**config.mk**
```make
export PLATFORM = sky130hd
export DESIGN_NAME = dgr_div
export DESIGN_NICKNAME = d
export VERILOG_FILES = /design/src/rtl/dda_grid_raycast_column_top_assert.svh /design/src/rtl/dgr_pkg.sv /design/src/rtl/dgr_div.sv
export SDC_FILE = /design/constraint.sdc
export NUM_CORES = 1
export LEC_CHECK = 0
export BUFFER_PORTS_ARGS = -buffer_cell sky130_fd_sc_hd__buf_2
export CAP_MARGIN = 30
export CORE_MARGIN = 4
export CORE_UTILIZATION = 59
export CTS_CLUSTER_SIZE = 30
export DETAILED_ROUTE_END_ITERATION = 6
export PLACE_DENSITY_LB_ADDON = 0.05
export RECOVER_POWER = 100
export SYNTH_ARGS = -nofsm -noshare
export SYNTH_HDL_FRONTEND = slang
export SYNTH_SLANG_ARGS = --single-unit
```
**constraint.sdc**
```tcl
create_clock -name i_clk -period 4.7 [get_ports i_clk]
set_clock_uncertainty 0.05 [all_clocks]
set_input_delay 0.235 -clock i_clk [delete_from_list [all_inputs] [get_ports i_clk]]
set_output_delay 0.235 -clock i_clk [all_outputs]
set_load 0.1 [all_outputs]
```
**src/rtl/dda_grid_raycast_column_top_assert.svh**
```systemverilog
// assertion macros for the raycaster
`ifndef DDA_GRID_RAYCAST_COLUMN_TOP_ASSERT_SVH
`define DDA_GRID_RAYCAST_COLUMN_TOP_ASSERT_SVH
`ifndef SYNTHESIS
`define DGR_ASSERT(lbl, clk, rstn, prop) \
    lbl: assert property (@(posedge clk) disable iff (!(rstn)) prop) \
        else $error("raycaster assertion failed");
`define DGR_ASSERT_RST(lbl, clk, prop) \
    lbl: assert property (@(posedge clk) prop) \
        else $error("raycaster reset assertion failed");
`else
`define DGR_ASSERT(lbl, clk, rstn, prop)
`define DGR_ASSERT_RST(lbl, clk, prop)
`endif
`endif

```
**src/rtl/dgr_pkg.sv**
```systemverilog
package dgr_pkg;

    localparam int MAP_SIZE   = 32;
    localparam int MAP_BITS   = 5;
    localparam int ADDR_W     = 2 * MAP_BITS;
    localparam int SCREEN_W   = 1920;
    localparam int SCREEN_H   = 1080;
    localparam int FRAC_BITS  = 16;
    localparam int ONE        = 1 << FRAC_BITS;
    localparam int WALK_STEPS = 2 * MAP_SIZE + 4;
    localparam int DIV_NW     = 40;
    localparam int DIV_DW     = 22;
    localparam int DIV_CW     = 6;

    // (2 * column << 16) / 1920 equals (column << 10) / 15, done as a
    // reciprocal multiply, exact for dividends below 2^22
    localparam logic [22:0] CAM_RECIP = 23'd4473925;
    localparam int          CAM_SHIFT = 26;

    localparam logic [21:0] DIST_MAX    = 22'h3FFFFF;
    localparam logic [2:0]  COLOR_BLACK = 3'd4;

    localparam logic [2:0] CFG_POS_X   = 3'd0;
    localparam logic [2:0] CFG_POS_Y   = 3'd1;
    localparam logic [2:0] CFG_DIR_X   = 3'd2;
    localparam logic [2:0] CFG_DIR_Y   = 3'd3;
    localparam logic [2:0] CFG_PLANE_X = 3'd4;
    localparam logic [2:0] CFG_PLANE_Y = 3'd5;

    localparam logic CMD_WRITE = 1'b0;
    localparam logic CMD_CAST  = 1'b1;

    typedef enum logic [3:0] {
        S_CLEAR, S_IDLE, S_DIV_GO, S_DIV_WAIT, S_MUL, S_RAYX, S_RAYY,
        S_STEP, S_CHECK, S_FINISH
    } t_state;

    typedef enum logic [2:0] {
        OP_DX, OP_SDX, OP_DY, OP_SDY, OP_DIST, OP_LH
    } t_div_op;

    typedef struct packed {
        logic              we;
        logic [ADDR_W-1:0] waddr;
        logic [7:0]        wdata;
        logic [ADDR_W-1:0] raddr;
    } t_map_req;

endpackage

```
**src/rtl/dgr_div.sv**
```systemverilog
module dgr_div (
    input  logic                          i_clk,
    input  logic                          i_rst_n,
    input  logic                          i_start,
    input  logic [dgr_pkg::DIV_NW-1:0]    i_dividend,
    input  logic [dgr_pkg::DIV_DW-1:0]    i_divisor,
    output logic                          o_done,
    output logic [dgr_pkg::DIV_NW-1:0]    o_quotient
);

    logic                       r_busy;
    logic                       r_done;
    logic [dgr_pkg::DIV_CW-1:0] r_cnt;
    logic [dgr_pkg::DIV_NW-1:0] r_q;
    logic [dgr_pkg::DIV_DW-1:0] r_rem;
    logic [dgr_pkg::DIV_DW-1:0] r_den;

    logic [dgr_pkg::DIV_DW:0]   sh;
    logic [dgr_pkg::DIV_DW+1:0] trial;
    logic                       ge;

    // one quotient bit per cycle, restoring
    assign sh    = {r_rem, r_q[dgr_pkg::DIV_NW-1]};
    assign trial = {1'b0, sh} - {2'b0, r_den};
    assign ge    = !trial[dgr_pkg::DIV_DW+1];

    always_ff @(posedge i_clk) begin
        if (!i_rst_n) begin
            r_busy <= 1'b0;
            r_done <= 1'b0;
            r_cnt  <= '0;
        end else begin
            r_done <= 1'b0;
            if (i_start) begin
                r_busy <= 1'b1;
                r_cnt  <= dgr_pkg::DIV_CW'(dgr_pkg::DIV_NW - 1);
            end else if (r_busy) begin
                if (r_cnt == '0) begin
                    r_busy <= 1'b0;
                    r_done <= 1'b1;
                end else begin
                    r_cnt <= r_cnt - 1'b1;
                end
            end
        end
    end

    always_ff @(posedge i_clk) begin
        if (i_start) begin
            r_q   <= i_dividend;
            r_rem <= '0;
            r_den <= i_divisor;
        end else if (r_busy) begin
            r_q   <= {r_q[dgr_pkg::DIV_NW-2:0], ge};
            r_rem <= ge ? trial[dgr_pkg::DIV_DW-1:0] : sh[dgr_pkg::DIV_DW-1:0];
        end
    end

    assign o_done     = r_done;
    assign o_quotient = r_q;

endmodule

```
# [Word-level counts from Yosys, hierarchy flattened]
# Cells that the tools add are included.
[word_totals] wordCells=30 input_bits=65 reg_bits=92 output_inout_bits=41
[classes] addsub=2 n_eq_ne=1 bitwise=3 reduce_logical=7 mux=10
[op_table] cell="40-bit 2-to-1 mux" count=2
[op_table] cell="23-bit by 22-bit subtractor with 24-bit output" count=1
[op_table] cell="22-bit 2-to-1 mux" count=1
[op_table] cell="6-bit 2-to-1 mux" count=3
[op_table] cell="6-bit logical NOT" count=1
[op_table] cell="6-bit by 1-bit subtractor with 6-bit output, second input constant" count=1
[op_table] cell="1-bit 2-to-1 mux" count=4
[op_table] cell="2-bit AND reduction" count=2
[op_table] cell="1-bit NOT" count=3
[op_table] cell="3-bit OR reduction" count=1
[op_table] cell="2-bit != test, second input constant" count=1
[op_table] cell="2-bit nonzero test" count=1
[op_table] cell="2-bit OR reduction" count=1
[op_table] cell="1-bit logical NOT" count=1

# [Longest topological paths before layout]
[depth] depth_word=4 depth_mapped=12 mapped_depth_nobuf=12

# [Least setup slack after synthesis]
# OpenSTA, ideal clock, no wires.
[synth_path] path_kind="register to register" start="reg r_q (netlist bit o_quotient[39])" end="reg r_rem[18] (netlist name)" t_arrival_ns=3.306 stages_incl_launch_ff=12 period_less_slack_ns=3.444 t_required_ns=4.562 path_slack_ns=1.256 setup_time_ns=0.088 path_buffers=0 cell_sequence="edfxtp_1 inv_1 ha_1 inv_1 fa_1 a21oi_1 o2111ai_1 o311ai_0 a21bo_2 a21boi_0 a211o_2 a311oi_2"
[synth_via] elab_chain_cells=2
[synth_rtl] element="from (decl)" line_no="dgr_div.sv:14" rtl="logic [dgr_pkg::DIV_NW-1:0] r_q;"
[synth_rtl] element="from (signal assigned)" line_no="dgr_div.sv:50" rtl="r_q <= i_dividend;"
[synth_rtl] element="from (signal assigned)" line_no="dgr_div.sv:54" rtl="r_q <= {r_q[dgr_pkg::DIV_NW-2:0], ge};"
[synth_rtl] element="23-bit by 22-bit subtractor with 24-bit output" line_no="dgr_div.sv:24" rtl="assign trial = {1'b0, sh} - {2'b0, r_den};"
[synth_rtl] element="22-bit 2-to-1 mux" line_no="dgr_div.sv:55" rtl="r_rem <= ge ? trial[dgr_pkg::DIV_DW-1:0] : sh[dgr_pkg::DIV_DW-1:0];"
[synth_rtl] element="to (signal assigned)" line_no="dgr_div.sv:55"
[synth_rtl] element="to (decl)" line_no="dgr_div.sv:15" rtl="logic [dgr_pkg::DIV_DW-1:0] r_rem;"
# Every way passes these cells.
# A chain may end at the register's enable or synchronous reset.

# [Worst setup path in the final report]
[layout_path] start="reg r_den[1] (netlist name)" end="reg r_rem[0] (netlist name)"
[layout_via] elab_chain_cells=2
[layout_rtl] element="from (decl)" line_no="dgr_div.sv:16" rtl="logic [dgr_pkg::DIV_DW-1:0] r_den;"
[layout_rtl] element="from (signal assigned)" line_no="dgr_div.sv:52" rtl="r_den <= i_divisor;"
[layout_rtl] element="23-bit by 22-bit subtractor with 24-bit output" line_no="dgr_div.sv:24"
[layout_rtl] element="22-bit 2-to-1 mux" line_no="dgr_div.sv:55"
# Every way passes these cells.

==> impl_metrics.ini <==
[global_route]
grt_first_pass_wirelength_mm = 18.37
vias_in_the_first_global_route = 3893
grt.overflow.total = 0
groute.usage.overall_pct = 22.74
antenna_found_initial = 0
pin_count_of_the_biggest_net_entering_global_routing = 58

[drt]
routedWlPerCell_um = 15.84
via_per_inst = 5.690
antenna_left = 0
remaining_routing_drc_violations = 0
drtPass1Iterations = 4
drt-total-wl_mm = 10.63
vias = 3818
detail_route.iter0.violations = 193

[pwr]
worst_ir_drop_vdd_v = 0.0002407
net-switching-power_uw = 856.7
power_density_nw_per_um2 = 396.0
power.combinational.fraction_pct = 30.9
power.share.sequential_pct = 42.7
power.leakage_uw = 0.002382
finalPower_uw = 2332
share_clk_of_total_power_pct = 26.4
power_switching_share_pct = 36.74
p_int_uw = 1475

[setup_path]
cp_top_family = compound AO/OA/AOI/OAI gates
timing.critical_path.buf_inv = 1
cp_data_required_time_ns = 4.91
crit_path_max_fanout = 27
worstSetupPathType = reg -> reg
timing.critical_path.cells = inv_1 -> ha_1 -> nor2b_1 -> o31a_1 -> o41a_4 -> o311ai_0 -> a211oi_1 -> o21ai_2 -> a21boi_0 -> o32ai_1
timing.critical_path.slowest_cell_delay_ns = 0.91
worst-endpoint-arrival_ns = 3.99
startpoint_type = register
crit_path_end_kind = register
critical_path_slowest_stage_cell = sky130_fd_sc_hd__o21ai_2

[synthesis]
netlist.top_cell.by_area = sky130_fd_sc_hd__edfxtp_1
yosysTopAreaCellShare_pct = 37.44
adder_and_majority_cell_fraction_of_the_synthesized_area_pct = 6.442
synth_compound_gate_area_share_pct = 17.49
synth_cell_types = 54
synth_top_family_by_area = compound AO/OA/AOI/OAI gates
synthSimpleGateAreaFrac_pct = 9.738
yosysWarnings = 0
yosysSeqAreaShare_pct = 49.52
async_flop_share_pct = 0
number_of_synthesized_flops_with_an_enable_pin = 62
syn-mean-instance-area_um2 = 11.27
synth_xor_area_share_pct = 2.818
muxShareOfSynthArea_pct = 9.059
mappedNetlistArea_um2 = 4972
post_synth_inst_count = 441
ys_seq_elements = 92
ys_dominant_reg_cell = sky130_fd_sc_hd__edfxtp_1
netlist_top_cells_area = sky130_fd_sc_hd__edfxtp_1, sky130_fd_sc_hd__dfxtp_1, sky130_fd_sc_hd__mux2_2
synthesis.nets = 531

[placement]
portBuffers = 105
dpl_cell_area_um2 = 5548
hpwl_mm = 7.255
place.gp.congestion = 0.9003

[floorplan]
design.core.area_um2 = 8217
dieArea_um2 = 9960
ioPinCount = 106
chipWidth_um = 99.80
die_h_um = 99.80
floorplan.rows = 33
initial_utilization_pct = 60.51

[cts]
htreeDepth = 3
setup_fix_buffers_added_after_clock_tree_synthesis = 0
cts_inserted_buffers = 9
clockBufferDepth = 2
clock_sink_count = 92
clock_latency_ns = 0.35
cts_tree = built
clk_pin_slew_worst_paths_ns = 0.10
ctsRootBufferMaster = sky130_fd_sc_hd__clkbuf_8

[sta]
tns_ns = 0
timing.final.setup_violations = 0
grt_setup_unrepaired = no
drv_slew = 127
timing.final.crit_share_pct = 80.57
slew_headroom_pct = -29.13
tightest_slew_ns = 1.937
finalHoldViolCount = 0
maxClockFrequency_mhz = 264.1
period_minus_slack_ns = 3.787

[finish]
layout_commonest_cell = sky130_fd_sc_hd__buf_2
drive_gt1_share_pct = 23.85
final_nets = 651
commonest_cells_after_routing_fill_and_taps_aside = sky130_fd_sc_hd__buf_2, sky130_fd_sc_hd__edfxtp_1, sky130_fd_sc_hd__clkbuf_1, sky130_fd_sc_hd__mux2_2, sky130_fd_sc_hd__inv_1
area_growth_syn_to_layout_pct = 18.42
final_design_area_no_fill_um2 = 5888
insertedDiodeCount = 0

[worst_hold_path]
min_path_type = in -> reg

[run_status]
run_status = finished, violations left
violated_checks = capacitance limit, slew limit

[job]
max-cap-violations = 3
through the flow:
step	utilization [%]	hold WS, ns	std cells	setup WS, ns
6_report	71.66	0.1101	671	0.9132
5_1_grt	71.66	0.09699	671	0.4813
4_1_cts	72.89	0.006037	670	1.237
3_5_place_dp	67.52	0.3631	633	1.278
3_3_place_gp	67.52	0.3611	633	1.369
2_1_floorplan	-	0.2839	441	1.256
final cells by class:
type,count,area (um2)
Clock buffer,9,123.9
Clock inverter,7,107.6
Fill cell,639,2328
Inverter,37,138.9
Multi-Input combinational cell,291,2215
Sequential cell,92,2462
Tap cell,105,131.4
Timing Repair Buffer,130,709.4
cell families (layout without fill, tap and decap cells):
logic type,count (synthesis),after routing
buffers and inverters,58,183
adder cells (fa/ha/maj),25,25
multiplexers,40,40
flip-flops,92,92
XOR/XNOR,16,16
AND/OR/NAND/NOR,100,100
AO/OA/AOI/OAI,110,110
power by group through the flow:
stage	combinational, uW	sequential, uW	clock [uW]
6_report	721	996	615
3_5_place_dp	724	1010	0
3_3_place_gp	713	1010	0
2_1_floorplan	327	1280	0
5_1_grt	776	1010	662
4_1_cts	740	996	629
flip-flops by register name, summed over array words and instances (netlist names):
register,count
o_quotient,40
r_busy,1
o_done,1
r_den,22
r_rem,22
r_cnt,6
synthesized netlist by cell type, types with 2 or more instances:
cell type,count
sky130_fd_sc_hd__a211o_2,5
sky130_fd_sc_hd__a21boi_0,3
sky130_fd_sc_hd__a21o_1,7
sky130_fd_sc_hd__a21oi_1,17
sky130_fd_sc_hd__a311oi_1,12
sky130_fd_sc_hd__a311oi_2,5
sky130_fd_sc_hd__and3_1,3
sky130_fd_sc_hd__buf_6,3
sky130_fd_sc_hd__clkbuf_1,15
sky130_fd_sc_hd__dfxtp_1,30
sky130_fd_sc_hd__edfxtp_1,62
sky130_fd_sc_hd__ha_1,24
sky130_fd_sc_hd__inv_1,37
sky130_fd_sc_hd__mux2_2,40
sky130_fd_sc_hd__nand2_1,13
sky130_fd_sc_hd__nand2b_1,7
sky130_fd_sc_hd__nand3_1,22
sky130_fd_sc_hd__nor2_1,29
sky130_fd_sc_hd__nor2b_1,7
sky130_fd_sc_hd__nor3_1,11
sky130_fd_sc_hd__nor4_1,2
sky130_fd_sc_hd__o211ai_1,3
sky130_fd_sc_hd__o21a_1,10
sky130_fd_sc_hd__o21ai_0,19
sky130_fd_sc_hd__o21bai_1,4
sky130_fd_sc_hd__o22ai_1,2
sky130_fd_sc_hd__o31ai_1,5
sky130_fd_sc_hd__o32ai_1,3
sky130_fd_sc_hd__or2_2,2
sky130_fd_sc_hd__xnor2_1,11
sky130_fd_sc_hd__xor2_1,5
path summary, 6_finish.rpt:
check                               start        end  slack (ns)  cells past startpoint
worst min-delay path              i_rst_n   r_cnt[1]        0.11                      2
worst max register to register   r_den[1]   r_rem[0]        0.91                     10
worst min register to register  r_rem[21]  r_rem[21]        0.45                      2
worst max-delay path             r_den[1]   r_rem[0]        0.91                     10
per-layer routing:
| layer | vias to the layer above | routed length [um] | global-route usage [%] |
|---|---|---|---|
| li1 | 1877 | - | - |
| met1 | 1802 | 4493 | 28.06 |
| met2 | 131 | 5170 | 37.87 |
| met3 | 8 | 873 | 7.436 |
| met4 | 0 | 94 | 7.248 |
| met5 | - | 0 | 0 |
repair_timing:
| action | in CTS | in global routing |
|---|---|---|
| hold buffers | 21 | 1 |
| endpoints found under the hold margin | 21 | 1 |
| setup endpoints to repair | 0 | 0 |
| resized for setup | 0 | 0 |
Power figures use the tool's default switching activity.
